--- src/design/slld_pkg.sv ---
`timescale 1ns / 1ps

package slld_pkg;

    // Counter width of the still and lost tick counters
    localparam int unsigned CounterWidth = 16;

    localparam int unsigned AxisWidth    = 16;
    localparam int unsigned MagWidth     = 16;
    localparam int unsigned SumWidth     = 2 * MagWidth;
    localparam int unsigned RemWidth     = MagWidth + 2;
    localparam int unsigned SecWidth     = 24;
    localparam int unsigned SptWidth     = 8;
    localparam int unsigned NeedWidth    = 8;
    localparam int unsigned ProdWidth    = CounterWidth + SptWidth;
    localparam int unsigned WideWidth    = (ProdWidth > SecWidth) ? ProdWidth : SecWidth;
    localparam int unsigned CfgDataWidth = 16;
    localparam int unsigned CfgIdxWidth  = 2;

    // One root digit per step
    localparam int unsigned RootSteps    = MagWidth;
    localparam int unsigned StepCntWidth = $clog2(RootSteps);

    localparam logic [CounterWidth-1:0] CntMax = {CounterWidth{1'b1}};
    localparam logic [WideWidth-1:0]    SecMax = WideWidth'({SecWidth{1'b1}});

    // Register map
    localparam logic [CfgIdxWidth-1:0] CFG_WINDOW_LOW         = 2'd0;
    localparam logic [CfgIdxWidth-1:0] CFG_WINDOW_HIGH        = 2'd1;
    localparam logic [CfgIdxWidth-1:0] CFG_STILL_TICKS_NEEDED = 2'd2;
    localparam logic [CfgIdxWidth-1:0] CFG_SECONDS_PER_TICK   = 2'd3;

    localparam logic [MagWidth-1:0]  WindowLowReset   = 16'd15000;
    localparam logic [MagWidth-1:0]  WindowHighReset  = 16'd18000;
    localparam logic [NeedWidth-1:0] TicksNeededReset = 8'd2;
    localparam logic [SptWidth-1:0]  SecPerTickReset  = 8'd10;

    // Item kinds
    localparam logic ACT_SAMPLE = 1'b0;
    localparam logic ACT_TICK   = 1'b1;

    typedef enum logic [1:0] {
        AXIS_X,
        AXIS_Y,
        AXIS_Z
    } axis_sel_t;

    localparam logic [StepCntWidth-1:0] LastAxisStep = StepCntWidth'(AXIS_Z);
    localparam logic [StepCntWidth-1:0] LastRootStep = StepCntWidth'(RootSteps - 1);

    typedef struct packed {
        logic      capture;
        logic      tick;
        logic      square;
        axis_sel_t axis;
        logic      root;
        logic      decide;
        logic      emit;
    } slld_cmd_t;

    typedef struct packed {
        logic out_free;
    } slld_status_t;

endpackage

--- src/design/slld_ctrl.sv ---
`timescale 1ns / 1ps

module slld_ctrl
    import slld_pkg::*;
(
    input  logic         aclk,
    input  logic         aresetn,
    input  logic         s_valid,
    output logic         s_ready,
    input  logic         s_action,
    input  slld_status_t status,
    output slld_cmd_t    cmd
);

    typedef enum logic [2:0] {
        ST_IDLE,
        ST_SQUARE,
        ST_ROOT,
        ST_DECIDE,
        ST_EMIT
    } state_t;

    state_t                  state_reg;
    logic [StepCntWidth-1:0] step_cnt_reg;

    always_ff @(posedge aclk) begin
        if (!aresetn) begin
            state_reg    <= ST_IDLE;
            step_cnt_reg <= '0;
        end else begin
            case (state_reg)
                ST_IDLE: begin
                    step_cnt_reg <= '0;
                    if (s_valid && s_action == ACT_SAMPLE) begin
                        state_reg <= ST_SQUARE;
                    end
                end
                ST_SQUARE: begin
                    if (step_cnt_reg == LastAxisStep) begin
                        step_cnt_reg <= '0;
                        state_reg    <= ST_ROOT;
                    end else begin
                        step_cnt_reg <= step_cnt_reg + 1'b1;
                    end
                end
                ST_ROOT: begin
                    if (step_cnt_reg == LastRootStep) begin
                        step_cnt_reg <= '0;
                        state_reg    <= ST_DECIDE;
                    end else begin
                        step_cnt_reg <= step_cnt_reg + 1'b1;
                    end
                end
                ST_DECIDE: begin
                    state_reg <= ST_EMIT;
                end
                ST_EMIT: begin
                    if (status.out_free) begin
                        state_reg <= ST_IDLE;
                    end
                end
                default: begin
                    state_reg    <= ST_IDLE;
                    step_cnt_reg <= '0;
                end
            endcase
        end
    end

    always_comb begin
        s_ready     = (state_reg == ST_IDLE);
        cmd.capture = s_valid && s_ready;
        cmd.tick    = cmd.capture && (s_action == ACT_TICK);
        cmd.square  = (state_reg == ST_SQUARE);
        cmd.axis    = axis_sel_t'(step_cnt_reg[1:0]);
        cmd.root    = (state_reg == ST_ROOT);
        cmd.decide  = (state_reg == ST_DECIDE);
        cmd.emit    = (state_reg == ST_EMIT) && status.out_free;
    end

endmodule

--- src/design/slld_dp.sv ---
`timescale 1ns / 1ps

module slld_dp
    import slld_pkg::*;
(
    input  logic                           aclk,
    input  logic                           aresetn,
    input  slld_cmd_t                      cmd,
    output slld_status_t                   status,
    input  logic                           cfg_wr_en,
    input  logic [CfgIdxWidth-1:0]         cfg_index,
    input  logic [CfgDataWidth-1:0]        cfg_wdata,
    input  logic signed [AxisWidth-1:0]    s_accel_x,
    input  logic signed [AxisWidth-1:0]    s_accel_y,
    input  logic signed [AxisWidth-1:0]    s_accel_z,
    output logic                           m_valid,
    input  logic                           m_ready,
    output logic [MagWidth-1:0]            m_magnitude,
    output logic                           m_lost,
    output logic                           m_report_valid,
    output logic [SecWidth-1:0]            m_seconds_lost
);

    // config
    logic [MagWidth-1:0]  window_low_reg;
    logic [MagWidth-1:0]  window_high_reg;
    logic [NeedWidth-1:0] ticks_needed_reg;
    logic [SptWidth-1:0]  sec_per_tick_reg;

    // sample working registers
    logic signed [AxisWidth-1:0] ax_reg, ay_reg, az_reg;
    logic [SumWidth-1:0]         acc_reg, acc_next;
    logic [RemWidth-1:0]         rem_reg, rem_next;
    logic [MagWidth-1:0]         root_reg, root_next;

    // detector state
    logic [CounterWidth-1:0] still_reg, still_next;
    logic [CounterWidth-1:0] lost_ticks_reg, lost_ticks_next;
    logic                    armed_reg, armed_next;
    logic                    lost_reg, lost_next;

    // decision results
    logic                    rep_reg, rep_next;
    logic [ProdWidth-1:0]    prod_reg, prod_next;

    // output register
    logic                    m_valid_reg;
    logic [MagWidth-1:0]     m_magnitude_reg;
    logic                    m_lost_reg;
    logic                    m_report_valid_reg;
    logic [SecWidth-1:0]     m_seconds_lost_reg;

    logic signed [AxisWidth-1:0]   axis_val;
    logic signed [2*AxisWidth-1:0] square;
    logic [RemWidth-1:0]           rem_shift;
    logic [RemWidth-1:0]           trial;
    logic                          trial_ok;
    logic [CounterWidth-1:0]       still_inc;
    logic                          motion;
    logic [WideWidth-1:0]          prod_wide;
    logic [SecWidth-1:0]           secs_sat;

    assign status.out_free = !m_valid_reg || m_ready;

    always_ff @(posedge aclk) begin
        if (!aresetn) begin
            window_low_reg   <= WindowLowReset;
            window_high_reg  <= WindowHighReset;
            ticks_needed_reg <= TicksNeededReset;
            sec_per_tick_reg <= SecPerTickReset;
        end else if (cfg_wr_en) begin
            case (cfg_index)
                CFG_WINDOW_LOW:         window_low_reg   <= cfg_wdata[MagWidth-1:0];
                CFG_WINDOW_HIGH:        window_high_reg  <= cfg_wdata[MagWidth-1:0];
                CFG_STILL_TICKS_NEEDED: ticks_needed_reg <= cfg_wdata[NeedWidth-1:0];
                CFG_SECONDS_PER_TICK:   sec_per_tick_reg <= cfg_wdata[SptWidth-1:0];
                default: ;
            endcase
        end
    end

    // squaring, one axis a cycle
    always_comb begin
        case (cmd.axis)
            AXIS_X:  axis_val = ax_reg;
            AXIS_Y:  axis_val = ay_reg;
            AXIS_Z:  axis_val = az_reg;
            default: axis_val = '0;
        endcase
        square = axis_val * axis_val;
    end

    // restoring square root, one result bit per step
    always_comb begin
        rem_shift = {rem_reg[RemWidth-3:0], acc_reg[SumWidth-1 -: 2]};
        trial     = {root_reg, 2'b01};
        trial_ok  = (rem_shift >= trial);
    end

    always_comb begin
        acc_next  = acc_reg;
        rem_next  = rem_reg;
        root_next = root_reg;
        if (cmd.capture) begin
            acc_next  = '0;
            rem_next  = '0;
            root_next = '0;
        end else if (cmd.square) begin
            acc_next = acc_reg + SumWidth'($unsigned(square));
        end else if (cmd.root) begin
            acc_next  = {acc_reg[SumWidth-3:0], 2'b00};
            rem_next  = trial_ok ? (rem_shift - trial) : rem_shift;
            root_next = {root_reg[MagWidth-2:0], trial_ok};
        end
    end

    // tick and sample state update
    always_comb begin
        still_inc       = (still_reg == CntMax) ? still_reg : still_reg + 1'b1;
        motion          = (root_reg < window_low_reg) || (root_reg > window_high_reg);
        still_next      = still_reg;
        lost_ticks_next = lost_ticks_reg;
        armed_next      = armed_reg;
        lost_next       = lost_reg;
        rep_next        = rep_reg;
        prod_next       = prod_reg;

        if (cmd.tick) begin
            still_next = still_inc;
            if (still_inc >= CounterWidth'(ticks_needed_reg)) begin
                if (lost_ticks_reg != CntMax) begin
                    lost_ticks_next = lost_ticks_reg + 1'b1;
                end
                armed_next = 1'b1;
                lost_next  = 1'b1;
            end
        end else if (cmd.decide) begin
            rep_next  = 1'b0;
            prod_next = '0;
            if (motion) begin
                still_next = '0;
                lost_next  = 1'b0;
            end
            if (lost_reg && !motion) begin
                if (armed_reg) begin
                    rep_next   = 1'b1;
                    armed_next = 1'b0;
                    if (lost_ticks_reg != '0) begin
                        prod_next = ProdWidth'(lost_ticks_reg - 1'b1)
                                  * ProdWidth'(sec_per_tick_reg);
                    end
                end
            end else begin
                lost_ticks_next = '0;
                armed_next      = 1'b0;
            end
        end
    end

    always_comb begin
        prod_wide = WideWidth'(prod_reg);
        secs_sat  = (prod_wide > SecMax) ? SecMax[SecWidth-1:0] : prod_wide[SecWidth-1:0];
    end

    always_ff @(posedge aclk) begin
        if (cmd.capture) begin
            ax_reg <= s_accel_x;
            ay_reg <= s_accel_y;
            az_reg <= s_accel_z;
        end
        acc_reg  <= acc_next;
        rem_reg  <= rem_next;
        root_reg <= root_next;
        rep_reg  <= rep_next;
        prod_reg <= prod_next;
        if (cmd.emit) begin
            m_magnitude_reg    <= root_reg;
            m_lost_reg         <= lost_reg;
            m_report_valid_reg <= rep_reg;
            m_seconds_lost_reg <= secs_sat;
        end
    end

    always_ff @(posedge aclk) begin
        if (!aresetn) begin
            still_reg      <= '0;
            lost_ticks_reg <= '0;
            armed_reg      <= 1'b0;
            lost_reg       <= 1'b0;
            m_valid_reg    <= 1'b0;
        end else begin
            still_reg      <= still_next;
            lost_ticks_reg <= lost_ticks_next;
            armed_reg      <= armed_next;
            lost_reg       <= lost_next;
            if (cmd.emit) begin
                m_valid_reg <= 1'b1;
            end else if (m_ready) begin
                m_valid_reg <= 1'b0;
            end
        end
    end

    assign m_valid        = m_valid_reg;
    assign m_magnitude    = m_magnitude_reg;
    assign m_lost         = m_lost_reg;
    assign m_report_valid = m_report_valid_reg;
    assign m_seconds_lost = m_seconds_lost_reg;

endmodule

--- src/design/stillness_lost_detector.sv ---
`timescale 1ns / 1ps

// Stillness / lost-tag detector. Each input transaction is either an
// accelerometer sample (s_action = 0) or a timer tick (s_action = 1). A tick
// gives no output transaction. A sample gives exactly one output transaction:
// m_magnitude = isqrt(x*x + y*y + z*z), the lost flag after the sample, and,
// when the tag is lost with a report pending, m_report_valid with
// m_seconds_lost = (lost ticks - 1) * seconds_per_tick, saturated to 24 bits
// (zero when no report). One item is worked on at a time: an accepted sample
// is squared axis by axis on the single 16x16 multiplier, passes through the
// bit-per-step square root and a decision step, and is loaded into the output
// register once that register is no longer held by m_ready low; the next
// transaction is taken only after that load. A new transaction can be taken
// while the previous result waits. Registers (0 window_low, 1 window_high
// (inclusive stationary band), 2 still_ticks_needed, 3 seconds_per_tick) must
// be written through cfg_wr_en / cfg_index / cfg_wdata only while idle; the
// block does not enforce this.

module stillness_lost_detector
    import slld_pkg::*;
(
    input  logic                        aclk,
    input  logic                        aresetn,

    // configuration write port
    input  logic                        cfg_wr_en,
    input  logic [CfgIdxWidth-1:0]      cfg_index,
    input  logic [CfgDataWidth-1:0]     cfg_wdata,

    // input transactions
    input  logic                        s_valid,
    output logic                        s_ready,
    input  logic                        s_action,
    input  logic signed [AxisWidth-1:0] s_accel_x,
    input  logic signed [AxisWidth-1:0] s_accel_y,
    input  logic signed [AxisWidth-1:0] s_accel_z,

    // result transactions
    output logic                        m_valid,
    input  logic                        m_ready,
    output logic [MagWidth-1:0]         m_magnitude,
    output logic                        m_lost,
    output logic                        m_report_valid,
    output logic [SecWidth-1:0]         m_seconds_lost
);

    slld_cmd_t    cmd;
    slld_status_t status;

    // sequencer: accept, square, root, decide, emit
    slld_ctrl u_ctrl (
        .aclk     (aclk),
        .aresetn  (aresetn),
        .s_valid  (s_valid),
        .s_ready  (s_ready),
        .s_action (s_action),
        .status   (status),
        .cmd      (cmd)
    );

    // arithmetic, detector counters, config and output register
    slld_dp u_dp (
        .aclk           (aclk),
        .aresetn        (aresetn),
        .cmd            (cmd),
        .status         (status),
        .cfg_wr_en      (cfg_wr_en),
        .cfg_index      (cfg_index),
        .cfg_wdata      (cfg_wdata),
        .s_accel_x      (s_accel_x),
        .s_accel_y      (s_accel_y),
        .s_accel_z      (s_accel_z),
        .m_valid        (m_valid),
        .m_ready        (m_ready),
        .m_magnitude    (m_magnitude),
        .m_lost         (m_lost),
        .m_report_valid (m_report_valid),
        .m_seconds_lost (m_seconds_lost)
    );

endmodule

--- config.mk ---
export PLATFORM = sky130hd
export DESIGN_NAME = stillness_lost_detector
export DESIGN_NICKNAME = d
export VERILOG_FILES = /design/src/design/slld_pkg.sv /design/src/design/slld_ctrl.sv /design/src/design/slld_dp.sv /design/src/design/stillness_lost_detector.sv
export SDC_FILE = /design/constraint.sdc
export NUM_CORES = 2
export LEC_CHECK = 0
export ABC_CLOCK_PERIOD_IN_PS = 9400
export BUFFER_PORTS_ARGS = -buffer_cell sky130_fd_sc_hd__buf_2
export CAP_MARGIN = 20
export CORE_MARGIN = 2
export CORE_UTILIZATION = 50
export DETAILED_ROUTE_END_ITERATION = 6
export PLACE_DENSITY_LB_ADDON = 0.05
export SLEW_MARGIN = 20
export SYNTH_ARGS = -nofsm -noshare
export SYNTH_HDL_FRONTEND = slang
export SYNTH_SLANG_ARGS = --single-unit
export TNS_END_PERCENT = 30
--- constraint.sdc ---
create_clock -name aclk -period 9.4 [get_ports aclk]
set_input_delay 1.41 -clock aclk [delete_from_list [all_inputs] [get_ports aclk]]
set_output_delay 1.41 -clock aclk [all_outputs]
set_load 0.05 [all_outputs]
==> impl_metrics.toml <==
[clock_network]
clkLatencyLatePin_ps = 570
htreeDepth = 2
post_cts_resize_count = 0
cts_tree = "yes"
clock-sinks = 269
cts_hold_buf = 0
numCtsBuffers = 34
clk_pin_slew_ps = 60
clockBufferDepth = 3
cts_root_buffer = "clkbuf_16"
cts_setup_buffers = 0

[synthesis]
yosys.area.top_type = "fa_1"
synth_most_common_cell = "inv_1"
netlist_instances = 2882
syn-num-nets = 3527
ys_ff_latch = 269
synthFlopType = "dfxtp_1"
yosysWarnings = 0
synthArstFlopShare_pct = 0
avgSynthCellArea_um2 = 9.18
synthTopCellsByArea = "fa_1, edfxtp_1, dfxtp_1"
synth-edff-count = 115
syn_area_um2 = 26500
synth_top_area_share_pct = 27.9
synthTopCellsByCount = "inv_1, nand2_1, fa_1"
synth_cell_types = 70
synth-seq-area-share_pct = 24.7

[sta]
setup_tns_ps = 0
hold_viol_final = 0
worst_pin_slew_ps = 1060
fin_crit_sh_pct = 84.4
grt_setup_unrepaired = "false"
finClkSkew_ps = 29.3
slew_viol_final = 0
fin_crit_ps = 7940
finalSetupViolCount = 0
slew_headroom_pct = 29.1
fmax_ghz = 0.126

[floorplanning]
core_um2 = 52400
io_pins = 116
start_util_pct = 50.5
fp.dieH_um = 234
die_w_um = 234
die-area_um2 = 54800
row_count = 84

[critical_path]
slowest_stage = "ha_1"
rr_endpoint = "u_dp.acc_reg[30]"
cp.arrival_ps = 8390
cpMostUsedCell = "inv_1"
cp.required_ps = 9850
worstReg2RegStart = "u_ctrl.step_cnt_reg[0]"
rr_worst_depth = 28
end_kind = "register"
cp-startpoint = "u_ctrl.step_cnt_reg[0]"
ff2ff_setup_slack_ps = 1460
critPathKind = "reg2reg"
cp_top_family = "adder cells"
cp-start-kind = "register"
cp_max_fo = 18
crit_buf_inv = 7
cpPeakStageDelay_ps = 560

[detailed_routing]
firstDrtPassIters = 7
wl_per_cell_um = 18.1
vias_per_cell = 5.35
routed_wl_mm = 66.1
vias = 19500
drt_drc_violations_left = 0
detail-route-antenna-nets = 0
dr.first_iter.drc_count = 1193

[layout]
drive_above_1_share_pct = 7.48
diodes = 0
nNetsFinal = 3573
nFillCells = 4813
syn_to_final_growth_pct = 8.44
largest_reg_flops = 32

[place]
dp_hpwl_mm = 53.0
port_buffers = 115
gp_congestion = 0.910

[min_path]
holdPathEnd = "u_dp.m_seconds_lost[8]"
hp-class = "reg2reg"
hold_depth = 0
hp-start = "u_dp.prod_reg[8]"

[global_route]
globalRoute.totalOverflow = 0
grt_first_pass_wirelength_mm = 107
track_usage_pct = 25.2
first_global_vias = 20300
grt_max_degree = 79
grt_antenna_before_repair = 0

[run]
cap_violations = 0

[status]
outcome = "finished, final reports clean"
==> worst register-to-register path: cells and delay by family, from the launching register on <==
family,cells,cell delay [ps]
AND/OR/NAND/NOR,5,990
buffers and inverters,7,820
AO/OA/AOI/OAI,8,2030
flip-flops,1,360
adder cells (fa/ha/maj),8,3610
==> final cells by class <==
class | instances | area [um2] | area share, %
Inverter | 508 | 1910 | 6.65
Clock inverter | 15 | 180 | 0.628
Clock buffer | 47 | 920 | 3.20
Sequential cell | 269 | 6540 | 22.8
Timing Repair Buffer | 135 | 729 | 2.54
Multi-Input combinational cell | 1980 | 17600 | 61.2
Tap cell | 688 | 861 | 3.00
==> metrics by stage <==
| step | util [%] | std cells | area [um2] | hold WS [ps] | worst slack [ps] |
|---|---|---|---|---|---|
| finish | 54.7 | 3642 | 28700 | 418 | 1460 |
| detailed placement | 52.6 | 3580 | 27600 | 405 | 1480 |
| floorplan | - | 2882 | 26500 | 400 | 2170 |
| CTS | 54.7 | 3642 | 28700 | 418 | 1480 |
| global placement | 52.6 | 3579 | 27600 | 402 | 1590 |
| global route | 54.7 | 3642 | 28700 | 422 | 799 |
==> kinds of logic after synthesis <==
family | count (synthesis) | share of synthesized area (%)
xor gates and xnor gates | 112 | 3.71
AOI/OAI and AO/OA | 406 | 9.37
buffers and inverters | 633 | 9.07
muxes | 15 | 0.572
and+or+nand+nor | 874 | 15.0
DFF | 269 | 24.7
adders and majority gates | 573 | 37.6
==> worst max path at each step <==
stage / to / cells past startpoint / slack, ps
3_5_place_dp: u_dp.acc_reg[30] / 26 / 1480
5_1_grt: u_dp.acc_reg[30] / 26 / 800
3_3_place_gp: u_dp.acc_reg[30] / 25 / 1590
4_1_cts: u_dp.acc_reg[30] / 26 / 1480
2_1_floorplan: u_dp.acc_reg[20] / 29 / 2170
6_report: u_dp.acc_reg[30] / 28 / 1460
==> layer usage <==
| metal | up-vias | wire (um) | global-route usage [%] |
|---|---|---|---|
| li1 | 9258 | - | - |
| met1 | 9686 | 29200 | 33.7 |
| met2 | 444 | 31600 | 42.3 |
| met3 | 101 | 3710 | 4.15 |
| met4 | 0 | 1570 | 6.88 |
| met5 | - | 0 | 0 |
==> placed cells by master, fill, tap and decap left out, drive strengths merged, types with 11 or more instances in the layout <==
master | netlist | final
a21oi | 175 | 175
xor2 | 44 | 44
a21o | 23 | 23
o21ai | 79 | 79
nor4 | 11 | 11
clkinv | 2 | 13
or3 | 18 | 18
and3 | 22 | 22
edfxtp | 115 | 115
nand2b | 24 | 24
o211ai | 25 | 25
mux2i | 14 | 14
inv | 506 | 508
dfxtp | 154 | 154
nand4 | 14 | 14
fa | 369 | 369
nand3 | 31 | 31
or2 | 15 | 15
nor2 | 194 | 194
a31oi | 17 | 17
nand2 | 390 | 390
nor2b | 26 | 26
a211oi | 15 | 15
nor3 | 43 | 43
a22oi | 14 | 14
buf | 12 | 134
xnor2 | 68 | 68
clkbuf | 113 | 47
and2 | 66 | 66
ha | 204 | 204
Power is left out: the tool's default activity adds up to more than one toggle a clock period on the data nets, which glitch-free logic cannot reach.
